<file path="src/hw/rtl/turn_then_move_waypoint_follower_defines.svh">
// ----------------------------------------------------------------------------
// turn_then_move_waypoint_follower assertion macros
// shared property forms for the follower's checks
// ----------------------------------------------------------------------------
`ifndef TURN_THEN_MOVE_WAYPOINT_FOLLOWER_DEFINES_SVH
`define TURN_THEN_MOVE_WAYPOINT_FOLLOWER_DEFINES_SVH

// same-cycle implication
`define TTM_ASSERT_NOW(lbl, ante, cons, msg) \
   lbl: assert property (@(posedge clock) disable iff (reset) (ante) |-> (cons)) \
      else $error(msg);

// next-cycle implication
`define TTM_ASSERT_NEXT(lbl, ante, cons, msg) \
   lbl: assert property (@(posedge clock) disable iff (reset) (ante) |=> (cons)) \
      else $error(msg);

`endif

</file>
<file path="src/hw/rtl/ttm_pkg.sv">
// ----------------------------------------------------------------------------
// ttm_pkg
// word types, codes and tables of the waypoint follower
// ----------------------------------------------------------------------------
package ttm_pkg;

   typedef struct packed {
      logic [1:0]         kind;
      logic signed [31:0] coord_x;
      logic signed [31:0] coord_y;
      logic [15:0]        turn_step;
      logic [30:0]        move_step;
      logic [15:0]        new_heading;
   } req_type;

   typedef struct packed {
      logic signed [31:0] pos_x;
      logic signed [31:0] pos_y;
      logic [15:0]        heading;
      logic               arrived;
   } rsp_type;

   localparam logic [1:0] KIND_TICK    = 2'd0;
   localparam logic [1:0] KIND_SET_POS = 2'd1;
   localparam logic [1:0] KIND_SET_DST = 2'd2;
   localparam logic [1:0] KIND_SET_HDG = 2'd3;

   localparam int CNT_W = 6;
   localparam logic [CNT_W-1:0] CORDIC_LAST = 6'd17;
   localparam logic [CNT_W-1:0] SQRT_LAST   = 6'd33;
   localparam logic [CNT_W-1:0] DIV_LAST    = 6'd31;

   typedef enum logic [4:0] {
      OP_NONE,
      OP_LOAD,
      OP_EXEC,
      OP_HDG_INIT,
      OP_HDG_NORM,
      OP_HDG_FLIP,
      OP_HDG_ITER,
      OP_HDG_WRITE,
      OP_TURN,
      OP_DIFF,
      OP_SQ_X,
      OP_SQ_Y,
      OP_SQ_S,
      OP_SNAP,
      OP_SQRT_INIT,
      OP_SQRT,
      OP_DIV_MUL_X,
      OP_DIV_MUL_Y,
      OP_DIV_INIT,
      OP_DIV,
      OP_ADD_X,
      OP_ADD_Y,
      OP_OUT
   } op_type;

   typedef enum logic [4:0] {
      ST_IDLE,
      ST_EXEC,
      ST_HDG_INIT,
      ST_HDG_NORM,
      ST_HDG_ITER,
      ST_HDG_WRITE,
      ST_TURN,
      ST_ALIGN,
      ST_SQ_X,
      ST_SQ_Y,
      ST_SQ_S,
      ST_SNAP,
      ST_SQRT,
      ST_DIV_MUL_X,
      ST_DIV_INIT_X,
      ST_DIV_X,
      ST_ADD_X,
      ST_DIV_MUL_Y,
      ST_DIV_INIT_Y,
      ST_DIV_Y,
      ST_ADD_Y,
      ST_FINISH
   } state_type;

   typedef struct packed {
      op_type op;
   } cmd_type;

   typedef struct packed {
      logic [1:0]       kind;
      logic             arrived;
      logic             aligned;
      logic             big;
      logic             snap;
      logic             norm_zero;
      logic [CNT_W-1:0] cnt;
   } status_type;

   // cordic angle table, 2^32 per turn
   function automatic logic [31:0] atan_entry(input logic [4:0] idx);
      logic [31:0] val;
      case (idx)
         5'd0:    val = 32'h2000_0000;
         5'd1:    val = 32'h12E4_051D;
         5'd2:    val = 32'h09FB_385B;
         5'd3:    val = 32'h0511_11D4;
         5'd4:    val = 32'h028B_0D43;
         5'd5:    val = 32'h0145_D7E1;
         5'd6:    val = 32'h00A2_F61E;
         5'd7:    val = 32'h0051_7C55;
         5'd8:    val = 32'h0028_BE53;
         5'd9:    val = 32'h0014_5F2E;
         5'd10:   val = 32'h000A_2F98;
         5'd11:   val = 32'h0005_17CC;
         5'd12:   val = 32'h0002_8BE6;
         5'd13:   val = 32'h0001_45F3;
         5'd14:   val = 32'h0000_A2F9;
         5'd15:   val = 32'h0000_517C;
         5'd16:   val = 32'h0000_28BE;
         5'd17:   val = 32'h0000_145F;
         default: val = 32'h0000_0000;
      endcase
      return val;
   endfunction

endpackage

</file>
<file path="src/hw/rtl/ttm_ctrl.sv">
// ----------------------------------------------------------------------------
// ttm_ctrl
// sequencer for set, turn and move steps, and the result valid register
// ----------------------------------------------------------------------------
`include "turn_then_move_waypoint_follower_defines.svh"

module ttm_ctrl (
   input  logic                clock,
   input  logic                reset,
   input  logic                req_valid,
   output logic                req_stall,
   output logic                rsp_valid,
   input  logic                rsp_stall,
   input  ttm_pkg::status_type status,
   output ttm_pkg::cmd_type    cmd
);
   import ttm_pkg::*;

   state_type state_ff, state_in;
   logic      rsp_valid_ff, rsp_valid_in;

   always_ff @(posedge clock) begin
      if (reset) begin
         state_ff     <= ST_IDLE;
         rsp_valid_ff <= 1'b0;
      end else begin
         state_ff     <= state_in;
         rsp_valid_ff <= rsp_valid_in;
      end
   end

   always_comb begin
      state_in     = state_ff;
      cmd.op       = OP_NONE;
      rsp_valid_in = rsp_valid_ff && rsp_stall;
      case (state_ff)
         ST_IDLE: begin
            if (req_valid) begin
               cmd.op   = OP_LOAD;
               state_in = ST_EXEC;
            end
         end
         ST_EXEC: begin
            cmd.op = OP_EXEC;
            case (status.kind)
               KIND_TICK: begin
                  state_in = status.arrived ? ST_FINISH : ST_TURN;
               end
               KIND_SET_POS, KIND_SET_DST: begin
                  state_in = ST_HDG_INIT;
               end
               default: begin
                  state_in = ST_FINISH;
               end
            endcase
         end
         ST_HDG_INIT: begin
            if (status.arrived) begin
               state_in = ST_FINISH;
            end else begin
               cmd.op   = OP_HDG_INIT;
               state_in = ST_HDG_NORM;
            end
         end
         ST_HDG_NORM: begin
            if (status.big) begin
               cmd.op   = OP_HDG_FLIP;
               state_in = ST_HDG_ITER;
            end else begin
               cmd.op = OP_HDG_NORM;
            end
         end
         ST_HDG_ITER: begin
            cmd.op = OP_HDG_ITER;
            if (status.cnt == CORDIC_LAST) begin
               state_in = ST_HDG_WRITE;
            end
         end
         ST_HDG_WRITE: begin
            cmd.op   = OP_HDG_WRITE;
            state_in = ST_FINISH;
         end
         ST_TURN: begin
            cmd.op   = OP_TURN;
            state_in = ST_ALIGN;
         end
         ST_ALIGN: begin
            if (status.aligned) begin
               cmd.op   = OP_DIFF;
               state_in = ST_SQ_X;
            end else begin
               state_in = ST_FINISH;
            end
         end
         ST_SQ_X: begin
            cmd.op   = OP_SQ_X;
            state_in = ST_SQ_Y;
         end
         ST_SQ_Y: begin
            cmd.op   = OP_SQ_Y;
            state_in = ST_SQ_S;
         end
         ST_SQ_S: begin
            cmd.op   = OP_SQ_S;
            state_in = ST_SNAP;
         end
         ST_SNAP: begin
            if (status.snap) begin
               cmd.op   = OP_SNAP;
               state_in = ST_FINISH;
            end else begin
               cmd.op   = OP_SQRT_INIT;
               state_in = ST_SQRT;
            end
         end
         ST_SQRT: begin
            cmd.op = OP_SQRT;
            if (status.cnt == SQRT_LAST) begin
               state_in = ST_DIV_MUL_X;
            end
         end
         ST_DIV_MUL_X: begin
            if (status.norm_zero) begin
               state_in = ST_FINISH;
            end else begin
               cmd.op   = OP_DIV_MUL_X;
               state_in = ST_DIV_INIT_X;
            end
         end
         ST_DIV_INIT_X: begin
            cmd.op   = OP_DIV_INIT;
            state_in = ST_DIV_X;
         end
         ST_DIV_X: begin
            cmd.op = OP_DIV;
            if (status.cnt == DIV_LAST) begin
               state_in = ST_ADD_X;
            end
         end
         ST_ADD_X: begin
            cmd.op   = OP_ADD_X;
            state_in = ST_DIV_MUL_Y;
         end
         ST_DIV_MUL_Y: begin
            cmd.op   = OP_DIV_MUL_Y;
            state_in = ST_DIV_INIT_Y;
         end
         ST_DIV_INIT_Y: begin
            cmd.op   = OP_DIV_INIT;
            state_in = ST_DIV_Y;
         end
         ST_DIV_Y: begin
            cmd.op = OP_DIV;
            if (status.cnt == DIV_LAST) begin
               state_in = ST_ADD_Y;
            end
         end
         ST_ADD_Y: begin
            cmd.op   = OP_ADD_Y;
            state_in = ST_FINISH;
         end
         ST_FINISH: begin
            if (!rsp_valid_ff || !rsp_stall) begin
               cmd.op       = OP_OUT;
               rsp_valid_in = 1'b1;
               state_in     = ST_IDLE;
            end
         end
         default: begin
            state_in = ST_IDLE;
         end
      endcase
   end

   assign req_stall = (state_ff != ST_IDLE);
   assign rsp_valid = rsp_valid_ff;

   `TTM_ASSERT_NEXT(a_accept_exec, req_valid && !req_stall, state_ff == ST_EXEC, "accept did not start work")
   `TTM_ASSERT_NEXT(a_out_loads, cmd.op == OP_OUT, rsp_valid_ff, "result word not presented")
   `TTM_ASSERT_NOW(a_sqrt_bound, state_ff == ST_SQRT, status.cnt <= SQRT_LAST, "root step count overrun")
   `TTM_ASSERT_NOW(a_div_bound, state_ff == ST_DIV_X || state_ff == ST_DIV_Y, status.cnt <= DIV_LAST, "divide step count overrun")

endmodule

</file>
<file path="config.mk">
export PLATFORM = sky130hd
export DESIGN_NAME = ttm_ctrl
export DESIGN_NICKNAME = d
export VERILOG_FILES = /design/src/hw/rtl/ttm_pkg.sv /design/src/hw/rtl/ttm_ctrl.sv
export VERILOG_INCLUDE_DIRS = /design/src /design/src/hw/rtl
export SDC_FILE = /design/constraint.sdc
export NUM_CORES = 1
export LEC_CHECK = 0
export BUFFER_PORTS_ARGS = -buffer_cell sky130_fd_sc_hd__buf_2
export CAP_MARGIN = 0
export CORE_UTILIZATION = 40
export DETAILED_ROUTE_END_ITERATION = 8
export GPL_TIMING_DRIVEN = 0
export PLACE_DENSITY = 0.72
export SYNTH_ARGS = -nofsm -noshare
export SYNTH_HDL_FRONTEND = slang
export SYNTH_SLANG_ARGS = --single-unit
</file>
<file path="constraint.sdc">
create_clock -name clock -period 2.3 [get_ports clock]
set_clock_uncertainty 0.2 [all_clocks]
set_input_delay 0.115 -clock clock [delete_from_list [all_inputs] [get_ports clock]]
set_output_delay 0.115 -clock clock [all_outputs]
set_load 0.005 [all_outputs]
</file>
==> Yosys cells after proc, flatten, opt, wreduce, memory -nomap -nowiden <==
Index checks and enable logic that the tools add are counted.
{ "classes": {"n_eq_ne": 33, "muxes": 24, "n_reduce_logical": 12} }
{ "ops": {"columns": ["cell", "n"], "rows": [
  ["$pmux W5 S21", 1],
  ["$pmux W5 S20", 1],
  ["$mux W5", 14],
  ["$eq A5 B4 Y1 const B", 8],
  ["$eq A5 B5 Y1 const B", 6],
  ["$eq A5 B3 Y1 const B", 4],
  ["$ne A2 B2 Y1 const B", 7],
  ["$eq A6 B5 Y1 const B", 2],
  ["$eq A5 B2 Y1 const B", 2],
  ["$pmux W5 S2", 1],
  ["$reduce_or A2 Y1", 4],
  ["$reduce_and A7 Y1", 1],
  ["$eq A6 B6 Y1 const B", 1],
  ["$eq A5 B1 Y1 const B", 1],
  ["$logic_not A5 Y1", 1],
  ["$reduce_bool A5 Y1", 1],
  ["$mux W1", 4],
  ["$mux W2", 2],
  ["$mux W4", 1],
  ["$eq A2 B1 Y1 const B", 1],
  ["$eq A2 B2 Y1 const B", 1],
  ["$logic_not A1 Y1", 2],
  ["$logic_not A2 Y1", 1],
  ["$logic_and A1 B1 Y1", 1],
  ["$logic_or A1 B1 Y1", 1]
]} }
{ "word_totals": {"ff_bits": 6, "input_bits": 17, "out_inout_bits": 7, "elab_cells": 71} }

==> Depth between registers and ports, before layout <==
Gate-level depths: netlist of run 1.
{ "depth": {"ltp_word": 4, "ltp_mapped": 7, "ltp_nobuf": 7} }

==> Worst setup path after synthesis of run 1 <==
No wires, ideal clock.
{ "synth_timing": {"kind": "register to register", "startpoint": "register state_ff[1]", "endpoint": "register state_ff[3]", "setup_ns": 0.140, "t_arrival_ns": 1.533, "t_required_ns": 1.960, "slack_ns": 0.427, "stages_incl_launch_ff": 7, "path_buffers": 1, "period_less_slack_ns": 1.873, "cell_sequence": "dfxtp_1 -> buf_6 -> or4b_4 -> a311oi_2 -> nor2_1 -> a31oi_1 -> a211oi_1"} }
{ "synth_via": {"elab_chain_cells": 3, "elab_cells_between_ends": 32, "cone_classes": "eq/ne: 28; mux: 1; reduce/logical: 3"} }
{ "synth_rtl": {"columns": ["item", "line_no", "source"], "rows": [
  ["start: declaration", "ttm_ctrl.sv:19", "state_type state_ff, state_in;"],
  ["start signal: assignment", "ttm_ctrl.sv:27", "state_ff <= state_in;"],
  ["$eq A5 B5 Y1 (tied with other cells)", "ttm_ctrl.sv:36", "case (state_ff)"],
  ["$reduce_or A2 Y1 (no source line) or $ne A2 B2 Y1 (tied branches)", null, null],
  ["$pmux W5 S21 or $reduce_and A7 Y1 (tied branches)", null, null]
]} }
Parallel ways exist; a longest one is shown, timed or not.
A chain may end at the register's enable or synchronous reset.

==> results of run 1 <==
==> synthesized netlist by cell type (all sizes together) (2+ instances only) <==
library cell / count
nand2: 14
nor4b: 2
ha: 2
nor3: 4
and2b: 2
a311oi: 2
a31oi: 3
nor2: 10
dfxtp: 6
xnor2: 2
or2: 5
o21ai: 9
o22ai: 5
o32ai: 2
buf: 7
and3b: 2
a211oi: 3
a21o: 3
nand2b: 3
mux2i: 2
clkbuf: 6
inv: 6
nor2b: 7
a21oi: 12
or3: 2
nor3b: 3
o21a: 2
or4b: 3
==> worst max-delay path by stage <==
stage / from / endpoint
floorplan: state_ff[1] / state_ff[3]
global placement: state_ff[2] / cmd[1]
detailed placement: state_ff[2] / cmd[1]
CTS: state_ff[2] / cmd[1]
global route: state_ff[2] / cmd[1]
finish: state_ff[0] / cmd[0]
==> sequential cells by signal, summed over array words and instances, names as in the netlist <==
name / count
state_ff: 5
rsp_valid: 1
==> worst max-delay path: cells and delay by family (launching register included) <==
kind,cells,cell delay (ns)
XOR/XNOR,1,0.15
buffers and inverters,3,0.63
AND/OR/NAND/NOR,1,0.06
flip-flops,1,0.43
AO/OA/AOI/OAI,2,0.30
==> layout make-up <==
type                            count  area share, %
Buffer                             12           6.62
Multi-Input combinational cell    121           66.0
Tap cell                           28           2.94
Inverter                            6           1.89
Sequential cell                     6           10.2
Clock buffer                        3           1.89
Timing Repair Buffer               24           10.5
==> logic make-up (layout without fill, tap and decap cells) <==
kind of cell,count (synthesis),count (layout),synth area share (%)
adders and majority gates,2,2,2.50
xor gates and xnor gates,2,2,1.75
muxes,2,2,2.00
DFF,6,6,12.0
AOI/OAI and AO/OA,54,54,37.2
and+or+nand+nor,61,61,35.0
buffers and inverters,19,45,9.61
==> what timing repair did <==
item	4_1_cts	5_1_grt
gates cloned	0	0
hold buffers	1	0
hold endpoints to repair	4	0
gates resized for setup	4	8
setup endpoints to repair	4	5
==> power by group through the flow <==
stage / combinational (mW) / clock (mW) / sequential, mW
after floorplan: 0.753 / 0 / 0.157
after global placement: 1.02 / 0 / 0.164
after detailed placement: 1.03 / 0 / 0.165
after CTS: 1.05 / 0.0997 / 0.163
after global routing: 1.16 / 0.106 / 0.167
final: 1.08 / 0.102 / 0.165
==> metal layers <==
| layer | wire length [µm] | part of all wire [%] | track usage (%) |
|---|---|---|---|
| met1 | 1270 | 38 | 31.7 |
| met2 | 1620 | 49 | 45.1 |
| met3 | 341 | 10 | 3.51 |
| met4 | 90 | 2.7 | 10.8 |
| met5 | 0 | 0 | 0 |
==> placed cells by master (no fill, tap or decap), types with 3 or more instances in the layout <==
cell,Yosys,routed
sky130_fd_sc_hd__buf_6,3,3
sky130_fd_sc_hd__a31oi_1,3,3
sky130_fd_sc_hd__nor2b_1,7,7
sky130_fd_sc_hd__dfxtp_1,6,5
sky130_fd_sc_hd__nor2_1,10,10
sky130_fd_sc_hd__a21oi_1,12,12
sky130_fd_sc_hd__buf_2,2,28
sky130_fd_sc_hd__a21o_1,3,3
sky130_fd_sc_hd__o21ai_0,9,9
sky130_fd_sc_hd__nor3_1,4,4
sky130_fd_sc_hd__clkbuf_2,0,4
sky130_fd_sc_hd__a211oi_1,3,3
sky130_fd_sc_hd__nor3b_1,3,3
sky130_fd_sc_hd__nand2b_1,3,3
sky130_fd_sc_hd__or2_2,4,4
sky130_fd_sc_hd__o22ai_1,5,5
sky130_fd_sc_hd__nand2_1,14,14
sky130_fd_sc_hd__clkbuf_4,0,3
sky130_fd_sc_hd__inv_1,6,6
==> reports/results.md, run 1 <==
* 52.1 µm — Die Y-Extent
* 11 — largest net degree at the start of global routing
* 244 — FILL cells
* buf_2, buf_2, xnor2_1, nor3b_1, a211oi_1, o22ai_1, buf_2 — cell-by-cell listing of the critical path
* 0% — async set or reset register ratio after synthesis
* 6.70 — Vias/cell
* 0 — number of antenna-violating nets in the routed design
* 1.99 ns — required time at the endpoint of the critical path
* 2 — maximum clock path buffer count
* 6 — first-pass detailed-route iteration total
* 0.05 ns — clock-pin slew on the worst setup and hold paths
* 0 ns — final setup TNS
* 1 — CTS H-Tree Depth
* sky130_fd_sc_hd__dfxtp_1 12%, sky130_fd_sc_hd__a21oi_1 6.0%, sky130_fd_sc_hd__nand2_1 5.2% — Synth area leaders
* 0.493 nW — static leakage
* 1130 nW/µm² — P per Cell Area
* 24 — ports placed on the boundary
* 0 — number of pins with negative max-slew slack in the final report
* 0 — Remaining Overflow, GRT
* sky130_fd_sc_hd__dfxtp_1 — most frequently used flop master after synthesis
* 165 — net count after synthesis
* 0 — buffers inserted by post-CTS timing repair
* sky130_fd_sc_hd__dfxtp_1 — Slowest cell on crit path
* 80.2% — part of the total power dissipated in combinational logic
* 0.17 ns — flop-to-flop setup slack
* 2.50 mm — detailed placement HPWL
* 1.35 mW — sum of internal, switching and leakage power
* 6 — FF-to-FF path depth
* 6 — clock sinks
* in -> reg — worst hold path type
* 1.84 ns — data arrival at the endpoint of the critical path
* 193 — Final #Nets
* 0 — antenna violations before repair
* 1150 µm² — area of placed instances
* 16.6 µm — per-cell routed wire length
* state_ff[4] — Crit Reg-Reg Startpoint
* 0 — Antenna diodes
* 0.0447 ns — worst hold slack
* 0.43 ns — critical path's largest stage delay
* 5.27 mm — first-pass GRT wire length
* 3 — hold depth
* reg -> out — Setup CP Type
* 0.486 ns — actual slew at the worst max-slew pin
* 0 — number of flops mapped to enable cells by yosys
* 67.5% — max_slew headroom
* 12.2% — sequential group share of total power
* 10 — maximum fanout count along the critical path
* 1000 µm² — summed instance area of the synthesized netlist
* built — CTS tree
* sky130_fd_sc_hd__clkbuf_4 — Clock Root Buffer
* 1218 — number of global-route vias before repair
* register — crit start category
* 0.25 ns — insertion delay of the later-clocked pin in the worst-skew pair
* 18.9% — Layout Area Growth over Synthesis
* 0 — final number of setup-violating endpoints
* 3.32 mm — final wirelength
* 0.693 mW — power spent charging and discharging nets
* 12.0% — top-area cell type share of the netlist area
* 51.5% — sw frac
* 50 — unique cell type count in the Yosys netlist
* 0.154 ns — post-placement worst setup slack
* 1339 — routed vias
* 1190 µm² — finished layout cell area
* 0 — Residual DRC
* rsp_valid — Hold Path Sink
* 2.15 ns — minimum period implied by the final worst setup slack
* 17 — count of standard-cell rows
* 0 — Synth warnings
* 7.5% — relative contribution of the clock network to total power
* 0.148 ns — setup slack after layout
* 26.2% — fraction of final layout cells sized beyond drive strength 1
* 3 — Inserted Clock Buffers
* 0.923 — Final GP Congestion
* 6 — FF+latch count, synth
* no — unrepaired setup endpoints after global routing
* 93.6% — fraction of the cycle the final worst path needs
* 44.0% — Initial Utilization
* rsp_stall — worst hold path startpoint
* sky130_fd_sc_hd__dfxtp_1 — cell taking the most area after synthesis
* 0 — count of endpoints failing hold in the final timing report
* 52.3% — Layout Utilization
* 197 — placed instance count
* state_ff[3] — r2r endpoint
* complete, no violations — status
* 23 — count of port buffers added during placement
* 0.653 mW — Internal
* 0 — number of max-capacitance violations reported
* 0.000540 V — largest vdd supply drop
* 26.0% — total routing resource utilization after global routing
* 2280 µm² — floorplan core area
* 83 — count of routing violations after the opening detailed-route iteration
* 6.86 µm² — synthesized area divided by synthesized cell count
* primary output — crit path capture type
* 52.1 µm — die extent in x
* 200 — count of placed standard cells in the final layout, fillers left out
* 12.0% — share of synthesized area occupied by flip-flops and latches
* 121 µm² — FF/Latch Area
* 465 MHz — Max Clk Rate
* 2710 µm² — floorplan die area
* 146 — cell count after synthesis
* 786 µm² — area taken by multi-input logic gates
* sky130_fd_sc_hd__buf_2 — most prevalent standard cell on the critical path
(Power assumes the default switching activity.)
==> run 2: changes to the inputs <==
--- a/config.mk
+++ b/config.mk
@@ -11,7 +11,7 @@
 export CORE_UTILIZATION = 40
 export DETAILED_ROUTE_END_ITERATION = 8
 export GPL_TIMING_DRIVEN = 0
-export PLACE_DENSITY = 0.72
+export PLACE_DENSITY = 0.75
 export SYNTH_ARGS = -nofsm -noshare
 export SYNTH_HDL_FRONTEND = slang
 export SYNTH_SLANG_ARGS = --single-unit
==> constraint.sdc (replaced) <==
create_clock -name clock -period 1.9 [get_ports clock]
set_clock_uncertainty 0.2 [all_clocks]
set_input_delay 0.095 -clock clock [delete_from_list [all_inputs] [get_ports clock]]
set_output_delay 0.095 -clock clock [all_outputs]
set_load 0.005 [all_outputs]
==> run 2 against run 1 <==
Effect of this change: the run now ends with negative setup slack left; critical path type is now reg -> reg; setup slack worse by 0.20 ns; routed wire length is 10% higher; die area stayed put; sequential share of layout area is 1.1 points lower; power is 58% higher; largest power group unchanged; final cell count is 5.0% higher.
==> reports/results.md, run 2 (synthesized netlist as in run 1, its figures left out) <==
* 5 — flip-flop count of the largest register, all copies and words added
* sky130_fd_sc_hd__clkbuf_4 — Clock Root Buffer
* 0.629 ns — actual slew at the worst max-slew pin
* 24 — ports placed on the boundary
* -0.276 ns — post-placement worst setup slack
* 0 — number of max-capacitance violations reported
* reg -> reg — Setup CP Type
* 3 — Inserted Clock Buffers
* 23 — count of port buffers added during placement
* 52.1 µm — Die Y-Extent
* 10 — maximum fanout count along the critical path
* 0.25 ns — insertion delay of the later-clocked pin in the worst-skew pair
* 1.89 ns — data arrival at the endpoint of the critical path
* 17 — count of standard-cell rows
* 2.43 mm — detailed placement HPWL
* state_ff — largest register by flop count
* 1218 — number of global-route vias before repair
* negative setup slack — violations in the final reports
* 45.7% — Layout Area Growth over Synthesis
* 1389 — routed vias
* 0 — antenna violations before repair
* 0 — count of endpoints failing hold in the final timing report
* 4 — first-pass detailed-route iteration total
* register — crit path capture type
* 2 — maximum clock path buffer count
* 1460 nW/µm² — P per Cell Area
* 2280 µm² — floorplan core area
* 1.84 ns — required time at the endpoint of the critical path
* 2.13 mW — sum of internal, switching and leakage power
* register — crit start category
* 203 — Final #Nets
* 17.4 µm — per-cell routed wire length
* 6 — final number of setup-violating endpoints
* finished, violations left — status
* 0.00105 V — largest vdd supply drop
* 5.35 mm — first-pass GRT wire length
* 0.954 — Final GP Congestion
* 42.3% — fraction of final layout cells sized beyond drive strength 1
* 0 — number of pins with negative max-slew slack in the final report
* 22 x sky130_fd_sc_hd__buf_2, 14 x sky130_fd_sc_hd__nand2_1, 13 x sky130_fd_sc_hd__buf_4, 11 x sky130_fd_sc_hd__a21oi_1, 8 x sky130_fd_sc_hd__nor2_1 — top library cells by usage in the layout, fill and taps aside
* 512 MHz — Max Clk Rate
* state_ff[4] — launch point of the critical path
* 2710 µm² — floorplan die area
* 0.0511 ns — worst hold slack
* 26.7% — total routing resource utilization after global routing
* state_ff[4] — Crit Reg-Reg Startpoint
* 57.5% — max_slew headroom
* yes — unrepaired setup endpoints after global routing
* 1.95 ns — minimum period implied by the final worst setup slack
* in -> reg — worst hold path type
* 0.05 ns — clock-pin slew on the worst setup and hold paths
* 0.591 nW — static leakage
* 6 — clock sinks
* 0 — Remaining Overflow, GRT
* built — CTS tree
* 103% — fraction of the cycle the final worst path needs
* 11 — largest net degree at the start of global routing
* -0.0542 ns — setup slack after layout
* 0 — number of antenna-violating nets in the routed design
* 64.2% — Layout Utilization
* 0 — Residual DRC
* rsp_stall — worst hold path startpoint
* 52.1 µm — die extent in x
* 3.65 mm — final wirelength
* 82 — count of routing violations after the opening detailed-route iteration
* 1 — CTS H-Tree Depth
* 44.0% — Initial Utilization
* 0 — Antenna diodes
* sky130_fd_sc_hd__buf_2 — commonest non-fill, non-tap cell in the layout
* 6.61 — Vias/cell
* -0.186 ns — final setup TNS
[run 2: cell count changes in the layout (fill, tap and decap cells not counted), moves of 3 or more]
cell	previous run	this run
sky130_fd_sc_hd__buf_2	28	22
sky130_fd_sc_hd__buf_4	0	13
sky130_fd_sc_hd__buf_6	3	6
sky130_fd_sc_hd__clkbuf_2	4	1
sky130_fd_sc_hd__dfxtp_1	5	2
sky130_fd_sc_hd__dfxtp_4	0	3
sky130_fd_sc_hd__nor2b_1	7	4
[run 2: path summary, 6_finish.rpt]
kind                               endpoint  slack [ns]  cells after the start
worst max-delay path            state_ff[2]       -0.05                      6
worst min-delay path              rsp_valid        0.05                      3
worst max register to register  state_ff[2]       -0.05                      6
worst min register to register    rsp_valid        0.42                      2
[run 2: cell type report]
type / count / area (µm²)
repair buffers: 34 / 206
fillers: 187 / 816
inverters: 6 / 22.5
clock buffers: 3 / 22.5
flip-flops and latches: 6 / 133
plain buffers: 12 / 138
multi-input cells: 121 / 903
well taps: 28 / 35.0
[run 2: report_power, final]
group | switching, mW | internal [mW] | leakage, nW
Combinational | 0.871 | 0.896 | 0.526
Clock | 0.0511 | 0.0718 | 0.0138
Sequential | 0.0614 | 0.180 | 0.0516
Total | 0.984 | 1.15 | 0.591
[run 2: repair_timing]
item | 4_1_cts | 5_1_grt
hold buffers | 1 | 0
gates resized for setup | 40 | 22
setup endpoints to repair | 11 | 9
pin swaps | 7 | 4
buffers inserted | 5 | 5
hold endpoints to repair | 4 | 0
[run 2: metal layers]
layer	GRT usage, %	vias to the layer above	wire length, µm
met3	3.22	16	354
met1	32.4	646	1400
met4	9.91	0	99
met5	0	-	0
met2	47.2	100	1800
li1	-	627	-
[run 2: worst max-delay path, stage by stage, from the launching register on]
cell and delay, ns:
sky130_fd_sc_hd__dfxtp_1 0.32, sky130_fd_sc_hd__buf_6 0.14, sky130_fd_sc_hd__and3b_1 0.22, sky130_fd_sc_hd__o22ai_2 0.21
sky130_fd_sc_hd__o211ai_1 0.14, sky130_fd_sc_hd__or3_1 0.35, sky130_fd_sc_hd__a32o_1 0.27
[run 2: through the flow]
stage               cells  instance area [µm²]
finish                210                 1460
global placement      197                 1150
global route          210                 1460
CTS                   206                 1350
floorplan             146                 1000
detailed placement    197                 1150
==> run 3: changes to the inputs <==
--- a/config.mk
+++ b/config.mk
@@ -8,10 +8,13 @@
 export LEC_CHECK = 0
 export BUFFER_PORTS_ARGS = -buffer_cell sky130_fd_sc_hd__buf_2
 export CAP_MARGIN = 0
-export CORE_UTILIZATION = 40
+export CELL_PAD_IN_SITES_DETAIL_PLACEMENT = 0
+export CELL_PAD_IN_SITES_GLOBAL_PLACEMENT = 1
+export CORE_UTILIZATION = 34
 export DETAILED_ROUTE_END_ITERATION = 8
 export GPL_TIMING_DRIVEN = 0
-export PLACE_DENSITY = 0.75
+export PLACE_DENSITY = 0.86
 export SYNTH_ARGS = -nofsm -noshare
 export SYNTH_HDL_FRONTEND = slang
 export SYNTH_SLANG_ARGS = --single-unit
+export TNS_END_PERCENT = 1
==> run 3 against run 2 <==
Effect of this change: the flow still finishes with violations (negative setup slack); final area fell by 7.4%; critical path type unchanged; largest cell class unchanged; flip-flop and latch count did not move; routed wire length fell by 4.8%.
==> reports/results.md, run 3 (synthesized netlist as in run 1, its figures left out) <==
* finished, violations left — status
* negative setup slack — violations in the final reports
* 506 MHz — Max Clk Rate
* sky130_fd_sc_hd__clkbuf_4 — Clock Root Buffer
* 1.88 ns — data arrival at the endpoint of the critical path
* 48.6% — Layout Utilization
* 205 — count of placed standard cells in the final layout, fillers left out
* -0.257 ns — post-placement worst setup slack
* 2780 µm² — floorplan core area
* 23 x sky130_fd_sc_hd__buf_2, 14 x sky130_fd_sc_hd__nand2_1, 12 x sky130_fd_sc_hd__a21oi_1, 9 x sky130_fd_sc_hd__o21ai_0, 8 x sky130_fd_sc_hd__nor2_1 — top library cells by usage in the layout, fill and taps aside
* 2.44 mm — detailed placement HPWL
* -0.0752 ns — setup slack after layout
* 3.48 mm — final wirelength
* 0 — count of endpoints failing hold in the final timing report
* 9 — maximum fanout count along the critical path
* 56.3 µm — Die Y-Extent
* 23 — count of port buffers added during placement
* 0.24 ns — insertion delay of the later-clocked pin in the worst-skew pair
* 1350 µm² — finished layout cell area
* 36.2% — fraction of final layout cells sized beyond drive strength 1
* 1400 nW/µm² — P per Cell Area
* 0 — number of antenna-violating nets in the routed design
* 3 — hold depth
* yes — unrepaired setup endpoints after global routing
* 1319 — routed vias
* 4 — first-pass detailed-route iteration total
* state_ff — largest register by flop count
* 82 — count of routing violations after the opening detailed-route iteration
* 0 — Residual DRC
* 17.0 µm — per-cell routed wire length
* 1.98 ns — minimum period implied by the final worst setup slack
* 200 — placed instance count
* 1240 — number of global-route vias before repair
* 128 µm² — FF/Latch Area
* 6.43 — Vias/cell
* sky130_fd_sc_hd__buf_2 — commonest non-fill, non-tap cell in the layout
* 5.63 mm — first-pass GRT wire length
* 0.559 ns — actual slew at the worst max-slew pin
* 22.2% — total routing resource utilization after global routing
* state_ff[1] — launch point of the critical path
* 0 — number of max-capacitance violations reported
* 1 — CTS H-Tree Depth
* 1.81 ns — required time at the endpoint of the critical path
* reg -> reg — Setup CP Type
* 195 — Final #Nets
* 24 — ports placed on the boundary
* 5 — flip-flop count of the largest register, all copies and words added
* 0 — number of pins with negative max-slew slack in the final report
* rsp_stall — worst hold path startpoint
* 1.89 mW — sum of internal, switching and leakage power
* 6 — FF-to-FF path depth
* register — crit path capture type
* 3170 µm² — floorplan die area
* 104% — fraction of the cycle the final worst path needs
* in -> reg — worst hold path type
* 0 — Antenna diodes
* 0.921 — Final GP Congestion
* 6 — clock sinks
* state_ff[1] — Crit Reg-Reg Startpoint
* 0.04 ns — clock-pin slew on the worst setup and hold paths
* 876 µm² — area taken by multi-input logic gates
* register — crit start category
* 6 — final number of setup-violating endpoints
* 56.3 µm — die extent in x
* 1160 µm² — area of placed instances
* 62.2% — max_slew headroom
* 11 — largest net degree at the start of global routing
* 0.532 nW — static leakage
* 19 — count of standard-cell rows
* 0 — Remaining Overflow, GRT
* 35.0% — Layout Area Growth over Synthesis
* 0 — antenna violations before repair
* 3 — Inserted Clock Buffers
* built — CTS tree
* 0.000696 V — largest vdd supply drop
* 36.0% — Initial Utilization
* 288 — FILL cells
* 2 — maximum clock path buffer count
[run 3: through the flow]
step                setup TNS, ns  hold slack [ns]
finish                     -0.348           0.0131
global route               -0.963          0.00508
CTS                        -0.321          0.00815
detailed placement          -1.82            0.173
global placement            -1.72            0.162
floorplan                       0          -0.0359
[run 3: layout make-up]
type | count | share of cell area [%]
Buffer | 13 | 9.81
Sequential cell | 6 | 9.44
Multi-Input combinational cell | 121 | 64.8
Timing Repair Buffer | 25 | 9.81
Clock buffer | 3 | 1.67
Tap cell | 31 | 2.87
Inverter | 6 | 1.67
[run 3: worst max-delay path: stages, from the launching register on]
cell and delay (ns):
sky130_fd_sc_hd__dfxtp_1 0.30, sky130_fd_sc_hd__buf_6 0.13, sky130_fd_sc_hd__or4b_4 0.58, sky130_fd_sc_hd__a311oi_4 0.27
sky130_fd_sc_hd__nor2_2 0.10, sky130_fd_sc_hd__a31oi_1 0.19, sky130_fd_sc_hd__a211oi_1 0.07
[run 3: power by group]
| group | leakage [nW] | internal [mW] | switching (mW) |
|---|---|---|---|
| clock network | 0.0138 | 0.0711 | 0.0416 |
| logic | 0.467 | 0.728 | 0.841 |
| registers | 0.0505 | 0.172 | 0.0383 |
[run 3: routing by layer]
metal,track usage (%),part of all wire [%]
met1,28.9,38
met2,35.9,48
met3,3.69,10
met4,9.76,3.1
met5,0,0
[run 3: worst paths after layout]
check	endpoint	slack, ns
max	state_ff[3]	-0.08
min	rsp_valid	0.01
max reg2reg	state_ff[3]	-0.08
min reg2reg	rsp_valid	0.39
[run 3: repair_timing]
action	CTS	global route
gates resized for setup	39	5
hold buffers	1	0
setup buffers	1	0
setup endpoints to repair	11	10
pin swaps	6	1
endpoints found under the hold margin	4	0
